### config.mk
export PLATFORM = sky130hd
export DESIGN_NAME = scanline_sprite_select
export DESIGN_NICKNAME = d
export VERILOG_FILES = /design/src/rtl/sss_pkg.sv /design/src/rtl/sss_ctrl.sv /design/src/rtl/sss_datapath.sv /design/src/rtl/scanline_sprite_select.sv
export SDC_FILE = /design/constraint.sdc
export NUM_CORES = 1
export LEC_CHECK = 0
export BUFFER_PORTS_ARGS = -buffer_cell sky130_fd_sc_hd__buf_2
export CAP_MARGIN = 10
export CORE_UTILIZATION = 67
export CTS_CLUSTER_SIZE = 14
export DETAILED_ROUTE_END_ITERATION = 8
export PLACE_DENSITY = 0.95
export SLEW_MARGIN = 10
export SYNTH_ARGS = -nofsm -noshare
export SYNTH_HDL_FRONTEND = slang
export SYNTH_SLANG_ARGS = --single-unit
### constraint.sdc
create_clock -name clk -period 15.23 [get_ports clk]
set_input_delay 0 -clock clk [delete_from_list [all_inputs] [get_ports clk]]
set_output_delay 0 -clock clk [all_outputs]
set_load 0.005 [all_outputs]
### src/rtl/sss_pkg.sv
`default_nettype none
package sss_pkg;

  // Number of list slots kept per scanline.
  localparam int MAX_SPRITES = 10;
  localparam int IDX_W       = $clog2(MAX_SPRITES);
  localparam int CNT_W       = $clog2(MAX_SPRITES + 1);

  // Vertical bias of the OAM Y byte.
  localparam logic [7:0] SPRITE_Y_OFS = 8'd16;

  localparam int IN_DATA_W  = 40;
  localparam int OUT_DATA_W = 40;

  // Item kinds carried on the input tuser.
  localparam logic [1:0] FUNC_START = 2'd0;
  localparam logic [1:0] FUNC_ENTRY = 2'd1;
  localparam logic [1:0] FUNC_EMIT  = 2'd2;

  // Configuration register indexes.
  localparam logic [1:0] REG_SPRITES_ENABLED = 2'd0;
  localparam logic [1:0] REG_TALL_SPRITES    = 2'd1;
  localparam logic [1:0] REG_COLOR_MODE      = 2'd2;

  typedef enum logic [1:0] {
    ST_IDLE,
    ST_ENTRY,
    ST_EMIT
  } state_t;

  typedef struct packed {
    logic [3:0]  row;
    logic [7:0]  x;
    logic [7:0]  attr;
    logic [13:0] addr;
    logic [5:0]  pal;
  } slot_t;

  // Controller to datapath.
  typedef struct packed {
    logic start;
    logic latch;
    logic insert;
    logic emit_init;
    logic emit_step;
  } cmd_t;

  // Datapath to controller.
  typedef struct packed {
    logic             out_free;
    logic             emit_last;
    logic [CNT_W-1:0] count;
  } stat_t;

endpackage
`default_nettype wire

### src/rtl/sss_ctrl.sv
`default_nettype none
module sss_ctrl (
  input  wire logic          clk,
  input  wire logic          rst_n,
  input  wire logic          in_tvalid,
  output logic               in_tready,
  input  wire logic [1:0]    func,
  input  wire sss_pkg::stat_t stat,
  output sss_pkg::cmd_t      cmd
);

  sss_pkg::state_t state_r, state_nxt;
  logic accept;

  // The input is ready exactly in the idle state.
  assign accept = in_tvalid && (state_r == sss_pkg::ST_IDLE);

  always_ff @(posedge clk) begin
    if (!rst_n) begin
      state_r <= sss_pkg::ST_IDLE;
    end else begin
      state_r <= state_nxt;
    end
  end

  always_comb begin
    state_nxt = state_r;
    unique case (state_r)
      sss_pkg::ST_IDLE: begin
        if (accept && func == sss_pkg::FUNC_ENTRY) begin
          state_nxt = sss_pkg::ST_ENTRY;
        end else if (accept && func == sss_pkg::FUNC_EMIT) begin
          state_nxt = sss_pkg::ST_EMIT;
        end
      end
      sss_pkg::ST_ENTRY: begin
        state_nxt = sss_pkg::ST_IDLE;
      end
      sss_pkg::ST_EMIT: begin
        if (stat.out_free && stat.emit_last) begin
          state_nxt = sss_pkg::ST_IDLE;
        end
      end
      default: begin
        state_nxt = sss_pkg::ST_IDLE;
      end
    endcase
  end

  always_comb begin
    in_tready = 1'b0;
    cmd       = '0;
    unique case (state_r)
      sss_pkg::ST_IDLE: begin
        in_tready     = 1'b1;
        cmd.start     = accept && func == sss_pkg::FUNC_START;
        cmd.latch     = accept && func == sss_pkg::FUNC_ENTRY;
        cmd.emit_init = accept && func == sss_pkg::FUNC_EMIT;
      end
      sss_pkg::ST_ENTRY: begin
        cmd.insert = 1'b1;
      end
      sss_pkg::ST_EMIT: begin
        cmd.emit_step = stat.out_free;
      end
      default: begin
        in_tready = 1'b0;
      end
    endcase
  end

endmodule
`default_nettype wire

### src/rtl/sss_datapath.sv
`default_nettype none
module sss_datapath (
  input  wire logic                           clk,
  input  wire logic                           rst_n,
  input  wire logic                           cfg_valid,
  input  wire logic [1:0]                     cfg_index,
  input  wire logic                           cfg_data,
  input  wire logic [sss_pkg::IN_DATA_W-1:0]  in_tdata,
  input  wire sss_pkg::cmd_t                  cmd,
  output sss_pkg::stat_t                      stat,
  output logic                                out_tvalid,
  input  wire logic                           out_tready,
  output logic [sss_pkg::OUT_DATA_W-1:0]      out_tdata,
  output logic                                out_tuser,
  output logic                                out_tlast
);

  localparam int MAXS  = sss_pkg::MAX_SPRITES;
  localparam int CNT_W = sss_pkg::CNT_W;
  localparam int IDX_W = sss_pkg::IDX_W;

  logic enabled_r, tall_r, color_r;
  logic [7:0] scan_line_r;
  logic       stopped_r;
  logic [CNT_W-1:0] count_r;
  logic [IDX_W-1:0] k_r;
  logic [7:0] ent_y_r, ent_x_r, ent_tile_r, ent_attr_r;
  sss_pkg::slot_t list_r [MAXS];

  logic       out_valid_r, out_sv_r, out_last_r;
  sss_pkg::slot_t out_slot_r;

  // Entry decode, done in the cycle after the entry is latched.
  logic [7:0] d;
  logic       hit, take;
  logic [3:0] row;
  logic [7:0] tn;
  sss_pkg::slot_t new_slot;
  logic [CNT_W-1:0] first_gt, pos;
  logic       found;
  logic       room;
  logic       empty_emit;
  logic [CNT_W-1:0] k_ext;

  always_ff @(posedge clk) begin
    if (!rst_n) begin
      enabled_r <= 1'b0;
      tall_r    <= 1'b0;
      color_r   <= 1'b0;
    end else if (cfg_valid) begin
      unique case (cfg_index)
        sss_pkg::REG_SPRITES_ENABLED: enabled_r <= cfg_data;
        sss_pkg::REG_TALL_SPRITES:    tall_r    <= cfg_data;
        sss_pkg::REG_COLOR_MODE:      color_r   <= cfg_data;
        default: begin
        end
      endcase
    end
  end

  always_comb begin
    d   = scan_line_r + sss_pkg::SPRITE_Y_OFS - ent_y_r;
    hit = (d[7:4] == 4'd0) && (tall_r || !d[3]);
    row = d[3:0];
    if (ent_attr_r[6]) begin
      row = row ^ (tall_r ? 4'hf : 4'h7);
    end
    tn = tall_r ? {ent_tile_r[7:1], row[3]} : ent_tile_r;
    new_slot.row  = row;
    new_slot.x    = ent_x_r;
    new_slot.attr = ent_attr_r;
    new_slot.addr = {color_r & ent_attr_r[3], 1'b0, tn, row[2:0], 1'b0};
    new_slot.pal  = color_r ? {1'b1, ent_attr_r[2:0], 2'b00}
                            : {2'b00, ent_attr_r[4], ~ent_attr_r[4], 2'b00};
    take = !stopped_r && enabled_r && hit;
  end

  // First kept entry with a strictly greater X; colour mode places at the end instead.
  always_comb begin
    found    = 1'b0;
    first_gt = count_r;
    for (int i = 0; i < MAXS; i++) begin
      if (!found && CNT_W'(i) < count_r && list_r[i].x > ent_x_r) begin
        found    = 1'b1;
        first_gt = CNT_W'(i);
      end
    end
    pos  = color_r ? count_r : first_gt;
    room = pos < CNT_W'(MAXS);
  end

  always_ff @(posedge clk) begin
    if (cmd.latch) begin
      ent_y_r    <= in_tdata[15:8];
      ent_x_r    <= in_tdata[23:16];
      ent_tile_r <= in_tdata[31:24];
      ent_attr_r <= in_tdata[39:32];
    end
  end

  always_ff @(posedge clk) begin
    if (cmd.insert && take && room) begin
      for (int j = 0; j < MAXS; j++) begin
        if (CNT_W'(j) == pos) begin
          list_r[j] <= new_slot;
        end else if (j > 0 && CNT_W'(j) > pos) begin
          list_r[j] <= list_r[(j > 0) ? j - 1 : 0];
        end
      end
    end
  end

  always_ff @(posedge clk) begin
    if (!rst_n) begin
      scan_line_r <= '0;
      stopped_r   <= 1'b0;
      count_r     <= '0;
    end else if (cmd.start) begin
      scan_line_r <= in_tdata[7:0];
      stopped_r   <= !enabled_r;
      count_r     <= '0;
    end else if (cmd.insert && take && room) begin
      if (count_r < CNT_W'(MAXS)) begin
        count_r <= count_r + CNT_W'(1);
      end
      if (color_r && count_r + CNT_W'(1) == CNT_W'(MAXS)) begin
        stopped_r <= 1'b1;
      end
    end
  end

  assign empty_emit = !enabled_r || count_r == '0;
  assign k_ext      = CNT_W'(k_r);

  always_ff @(posedge clk) begin
    if (cmd.emit_init) begin
      k_r <= '0;
    end else if (cmd.emit_step) begin
      k_r <= k_r + IDX_W'(1);
    end
  end

  always_ff @(posedge clk) begin
    if (!rst_n) begin
      out_valid_r <= 1'b0;
    end else if (cmd.emit_step) begin
      out_valid_r <= 1'b1;
    end else if (out_tready) begin
      out_valid_r <= 1'b0;
    end
  end

  always_ff @(posedge clk) begin
    if (cmd.emit_step) begin
      if (empty_emit) begin
        out_sv_r   <= 1'b0;
        out_last_r <= 1'b1;
        out_slot_r <= '0;
      end else begin
        out_sv_r   <= 1'b1;
        out_last_r <= k_ext + CNT_W'(1) == count_r;
        out_slot_r <= list_r[k_r];
      end
    end
  end

  assign stat.out_free  = !out_valid_r || out_tready;
  assign stat.emit_last = empty_emit || (k_ext + CNT_W'(1) == count_r);
  assign stat.count     = count_r;

  assign out_tvalid = out_valid_r;
  assign out_tuser  = out_sv_r;
  assign out_tlast  = out_last_r;
  assign out_tdata  = {out_slot_r.pal, out_slot_r.addr, out_slot_r.attr,
                       out_slot_r.x, out_slot_r.row};

endmodule
`default_nettype wire

### src/rtl/scanline_sprite_select.sv
// Scanline sprite selection. A scanline begins with a start word (tuser 0)
// carrying the line number in tdata[7:0]; then the OAM entries follow one
// word each (tuser 1), and an emit word (tuser 2) sends out the chosen list,
// one result word per sprite with tlast on the final one and tuser set for a
// real sprite. With the sprite layer disabled or nothing chosen, the emit
// gives a single word with tuser low and tlast high. An OAM entry is
// registered, then decoded and placed into the ten-slot list in the following
// cycle, and an emit holds the input until its last result word is loaded
// into the output register, waiting out any output stall, since the list is
// read out of the slot registers one word at a time. There is no clearing
// pass after reset. The configuration port is always ready; it should only
// be written while the block is idle.
`default_nettype none
module scanline_sprite_select (
  input  wire logic                           clk,
  input  wire logic                           rst_n,
  // Configuration write channel.
  input  wire logic                           cfg_valid,
  output logic                                cfg_ready,
  input  wire logic [1:0]                     cfg_index,
  input  wire logic                           cfg_data,
  // Input words.
  input  wire logic                           in_tvalid,
  output logic                                in_tready,
  // tdata: line[7:0], oam_y[15:8], oam_x[23:16], oam_tile[31:24],
  //        oam_attr[39:32]
  input  wire logic [sss_pkg::IN_DATA_W-1:0]  in_tdata,
  // tuser: func[1:0]
  input  wire logic [1:0]                     in_tuser,
  // Result words.
  output logic                                out_tvalid,
  input  wire logic                           out_tready,
  // tdata: row_offset[3:0], sprite_x[11:4], sprite_attr[19:12],
  //        row_address[33:20], palette_base[39:34]
  output logic [sss_pkg::OUT_DATA_W-1:0]      out_tdata,
  // tuser: slot_valid
  output logic                                out_tuser,
  output logic                                out_tlast
);

  sss_pkg::cmd_t  cmd;
  sss_pkg::stat_t stat;

  assign cfg_ready = 1'b1;

  sss_ctrl u_ctrl (
    .clk       (clk),
    .rst_n     (rst_n),
    .in_tvalid (in_tvalid),
    .in_tready (in_tready),
    .func      (in_tuser),
    .stat      (stat),
    .cmd       (cmd)
  );

  sss_datapath u_dp (
    .clk        (clk),
    .rst_n      (rst_n),
    .cfg_valid  (cfg_valid),
    .cfg_index  (cfg_index),
    .cfg_data   (cfg_data),
    .in_tdata   (in_tdata),
    .cmd        (cmd),
    .stat       (stat),
    .out_tvalid (out_tvalid),
    .out_tready (out_tready),
    .out_tdata  (out_tdata),
    .out_tuser  (out_tuser),
    .out_tlast  (out_tlast)
  );

  // The list never holds more than its slot count.
  a_count_bound: assert property (@(posedge clk) disable iff (!rst_n)
    stat.count <= sss_pkg::CNT_W'(sss_pkg::MAX_SPRITES))
    else $error("sprite list count exceeds slot count");

  // A word without a sprite only ever appears as the end of a list.
  a_empty_is_last: assert property (@(posedge clk) disable iff (!rst_n)
    out_tvalid && !out_tuser |-> out_tlast)
    else $error("empty result word not marked last");

  // An OAM entry blocks the input for its placement cycle.
  a_entry_two_cycles: assert property (@(posedge clk) disable iff (!rst_n)
    in_tvalid && in_tready && in_tuser == sss_pkg::FUNC_ENTRY |=> !in_tready)
    else $error("input ready during entry placement");

  // Insert and emit step come from different controller states, so no command mixes them.
  a_cmd_exclusive: assert property (@(posedge clk) disable iff (!rst_n)
    !(cmd.insert && cmd.emit_step))
    else $error("insert and emit issued together");

endmodule
`default_nettype wire

==> results list <==
- Setup repair after global routing left no endpoint under its margin.
- After floorplanning, the core was sized to cover 0.03254 mm².
- Dividing the synthesized area by the synthesized cell count gives 13.11 µm².
- Post-layout total power: 2659 µW
- Global-route wire length before repair: 100500 µm
- EDFF count, synth: 397
- Largest net degree at the start of global routing: 71
- Summing every instance area after synthesis gives 0.02220 mm².
- Std cell rows: 66
- The share of the Yosys chip area taken by registers is 0.5577.
* Most frequent cell after synthesis: sky130_fd_sc_hd__edfxtp_1
* Die Ht: 184.0 µm
- After layout, the minimum clock period comes to 5.919 ns.
- Total of max-cap violations: 0
- The number of pins with negative max-slew slack in the final report came to 0.
- Top post-synthesis cells by count: 397 x sky130_fd_sc_hd__edfxtp_1, 263 x sky130_fd_sc_hd__nand2_1, 98 x sky130_fd_sc_hd__ha_1
* Achievable frequency: 168.9 MHz
* Outcome: finished, final reports clean
- Once detail routing completed, the nets flagged for antenna violations numbered 0.
- Yosys warnings: 0
* Clock slew at reported path FFs: 0.06 ns
- Number of buffers on the longest clock path: 3
- The share of total power dissipated in combinational logic is 0.106.
- The share of synthesized area in the top cell type comes to 0.5370.
* Type of the setup path with the least slack: reg -> reg
- Initial drt markers: 2813
* Number of input and output port buffers inserted: 89
- For this configuration, the core starts out at a cell density of 0.6823.
- Setup violations remaining at the end of the flow were counted as 0.
* Tightest Hold Check Type: in -> reg
- Worst reg2reg path depth: 18
* Standby leakage power: 0.009056 µW
* Count of distinct cell types in the synthesized netlist: 79
- Tracing the worst setup path back leads to its startpoint at u_dp.ent_y_r[1].
* Post-CTS setup buffer count: 0
- Final weighted congestion of routability-driven global placement: 0.9373
- The biggest area contributor in the post-synthesis netlist is sky130_fd_sc_hd__edfxtp_1.
- In the global route stage, overall resource usage came out at 0.4048.
* Worst hold slack after final layout: 0.1503 ns
* Setup WS post-layout: 9.311 ns
* Share of the clock period used by the worst path after layout: 0.3887
- Clock latency reported for the late side of the worst-skew pair: 0.57 ns
- # placed instances: 2136
* Setup slack of the most critical reg-to-reg path: 9.31 ns
- Max-slew headroom: 0.1033
* Number of antenna violations at the first check in global routing: 1
* Wire length per cell after detailed routing: 29.47 µm
- Following the worst setup path forward leads to its endpoint at u_dp.list_r[3][20].
- Int Pwr: 2036 µW
* Part of the total power dissipated in the clock network: 0.408
- For the final routed database, the setup TNS stands at 0 ns.
- The routed design has 67180 µm of wire.
- Most area-consuming cells after synthesis: sky130_fd_sc_hd__edfxtp_1 54%, sky130_fd_sc_hd__mux4_2 6.7%, sky130_fd_sc_hd__ha_1 5.5%
- Proportion of register bits with asynchronous set or reset after synthesis: 0
- Worst slew pin tran: 1.342 ns
- Most frequently used flop master after synthesis: sky130_fd_sc_hd__edfxtp_1
* Worst voltage drop across the vdd grid: 0.08954 mV
- Number of cells in the finished layout apart from fillers: 2280
- The number of hold violations in the final report is 0.
- Detailed routing inserted a total of 16600 vias.
- Seq cells post-synth: 420
- Layout Area Growth over Synthesis: 12.67%
- Arrival time of data at the critical path endpoint: 6.21 ns
- Placement Setup Slack: 9.700 ns
- Of all nets on the critical path, the largest fanout is 70.
* Net load switching power: 623.2 µW
- The worst setup path is launched from a register.
- During I/O placement, the number of pins put on the boundary was 95.
- Number of sinks handled by clock tree synthesis: 420
- Source of the worst register-to-register timing path: u_dp.ent_y_r[1]
- Vias in the first global route: 17000
- Cts bufs inserted: 42
* Destination of the worst register-to-register timing path: u_dp.list_r[3][20]
- Vias/cell: 7.282
- Post-detailed-placement half-perimeter wirelength: 35820 µm
- Of the total power, the share spent switching nets is 0.2344.
* Clock tree skew after final layout: 0.03388 ns
- DIE WIDTH: 184.0 µm
- The worst setup path is captured at a register.
* Synthesized instance count: 1694
* Fraction of layout cells with a size suffix above 1: 0.1970
- In the routed design, unresolved DRC markers number 0.
- STA puts the critical path data required time at 15.52 ns.
* Overflow after GRT: 0
- Before antenna repair, the detailed router went through 6 iterations.
- Deepest level of the CTS H-tree: 2
- Antenna diode count: 0
- The share of total power dissipated in sequential elements is 0.486.
* Number of nets in the layout: 1954
- The floorplan step defined a die boundary enclosing 0.03387 mm².
* Ratio of total power to cell area: 106.3 mW/mm²
- Clk Tree Root Cell: sky130_fd_sc_hd__clkbuf_16
- Clock tree from TritonCTS: yes
-- worst min path at each step --
stage	startpoint	to	slack (ns)	cells after the start
final	in_tdata[29]	u_dp.ent_tile_r[5]	0.15	2
after global routing	in_tdata[37]	u_dp.ent_attr_r[5]	0.16	2
after CTS	in_tdata[29]	u_dp.ent_tile_r[5]	0.14	2
after detailed placement	in_tdata[36]	u_dp.ent_attr_r[4]	0.18	1
after global placement	in_tdata[33]	u_dp.ent_attr_r[1]	0.18	1
after floorplan	in_tdata[32]	u_dp.ent_attr_r[0]	0.1	0
-- sequential cells by signal, summed over array words and instances (netlist names) --
signal / cells
u_dp.ent_tile_r: 8
u_ctrl.state_r: 2
u_dp.ent_y_r: 8
u_dp.enabled_r: 1
u_dp.scan_line_r: 8
u_dp.tall_r: 1
u_dp.color_r: 1
u_dp.out_tuser: 1
u_dp.out_tlast: 1
u_dp.ent_attr_r: 8
u_dp.out_tvalid: 1
u_dp.ent_x_r: 8
u_dp.list_r: 330
u_dp.out_tdata: 33
u_dp.count_r: 4
u_dp.stopped_r: 1
u_dp.k_ext: 4
-- power groups by stage --
stage | Combinational (µW) | Sequential (µW) | Clock, µW
global placement | 244 | 1310 | 0
floorplan | 215 | 1290 | 0
global route | 298 | 1290 | 1120
detailed placement | 254 | 1320 | 0
finish | 282 | 1290 | 1090
CTS | 274 | 1290 | 1070
-- kinds of logic after synthesis --
group | count (synthesis) | synth area share
AOI/OAI and AO/OA | 270 | 0.08139
xor gates and xnor gates | 19 | 0.007496
adders and majority gates | 99 | 0.05614
buffers and inverters | 169 | 0.03336
DFF | 420 | 0.5577
muxes | 266 | 0.1707
other | 2 | 0.0003383
and+or+nand+nor | 449 | 0.09288
-- layout make-up --
cell class	count	area, µm²
flip-flops and latches	420	12390
multi-input cells	1108	9168
fillers	1737	7523
repair buffers	180	1296
clock buffers	54	1127
well taps	442	553.0
clock inverters	23	280.3
inverters	53	198.9
-- worst max-delay path, stage by stage (launching register included) --
cell and delay (ns):
sky130_fd_sc_hd__edfxtp_1 0.39, sky130_fd_sc_hd__inv_1 0.07, sky130_fd_sc_hd__ha_1 0.29, sky130_fd_sc_hd__ha_1 0.19, sky130_fd_sc_hd__inv_1 0.06, sky130_fd_sc_hd__fa_1 0.41, sky130_fd_sc_hd__xor2_1 0.20, sky130_fd_sc_hd__inv_1 0.06
sky130_fd_sc_hd__ha_1 0.18, sky130_fd_sc_hd__nor4b_1 0.24, sky130_fd_sc_hd__nand3b_1 0.14, sky130_fd_sc_hd__nor3b_2 0.49, sky130_fd_sc_hd__o21a_2 0.23, sky130_fd_sc_hd__buf_4 0.61, sky130_fd_sc_hd__and2_4 0.47, sky130_fd_sc_hd__buf_4 0.72
sky130_fd_sc_hd__a21oi_4 0.06, sky130_fd_sc_hd__buf_4 0.38, sky130_fd_sc_hd__mux2_1 0.42
-- what timing repair did --
action | 4_1_cts | 5_1_grt
resized for setup | 0 | 0
hold buffers | 67 | 0
hold endpoints to repair | 55 | 0
-- routing by layer --
metal | track usage | part of all wire | vias to the layer above
met2 | 0.6409 | 0.46 | 1747
li1 | - | - | 6606
met4 | 0.2437 | 0.069 | 2
met3 | 0.1206 | 0.15 | 430
met5 | 0 | 0.00077 | -
met1 | 0.4923 | 0.32 | 7818
-- metrics by stage --
stage                       util  cell area, µm²
final                     0.7688           25010
after global routing      0.7688           25010
after CTS                 0.7688           25010
after detailed placement  0.7049           22930
after global placement    0.7049           22930
after floorplan                -           22210
-- placed cells by master, fill, tap and decap left out, types with 11 or more instances in the layout --
cell | synthesis | routed
sky130_fd_sc_hd__a211oi_1 | 69 | 69
sky130_fd_sc_hd__a21oi_1 | 58 | 57
sky130_fd_sc_hd__buf_2 | 13 | 89
sky130_fd_sc_hd__buf_4 | 16 | 24
sky130_fd_sc_hd__clkbuf_16 | 0 | 43
sky130_fd_sc_hd__dfxtp_1 | 23 | 19
sky130_fd_sc_hd__dlygate4sd3_1 | 0 | 67
sky130_fd_sc_hd__edfxtp_1 | 397 | 397
sky130_fd_sc_hd__ha_1 | 98 | 98
sky130_fd_sc_hd__inv_1 | 53 | 53
sky130_fd_sc_hd__mux2_1 | 65 | 65
sky130_fd_sc_hd__mux2_2 | 59 | 59
sky130_fd_sc_hd__mux2_4 | 29 | 29
sky130_fd_sc_hd__mux2i_1 | 47 | 47
sky130_fd_sc_hd__mux4_2 | 66 | 66
sky130_fd_sc_hd__nand2_1 | 263 | 263
sky130_fd_sc_hd__nand3_1 | 20 | 20
sky130_fd_sc_hd__nand4_1 | 16 | 16
sky130_fd_sc_hd__nor2_1 | 50 | 49
sky130_fd_sc_hd__nor2b_1 | 52 | 51
sky130_fd_sc_hd__o21ai_0 | 70 | 70
sky130_fd_sc_hd__o21ai_1 | 16 | 15
sky130_fd_sc_hd__xnor2_1 | 11 | 11
Power figures use the tool's default switching activity.
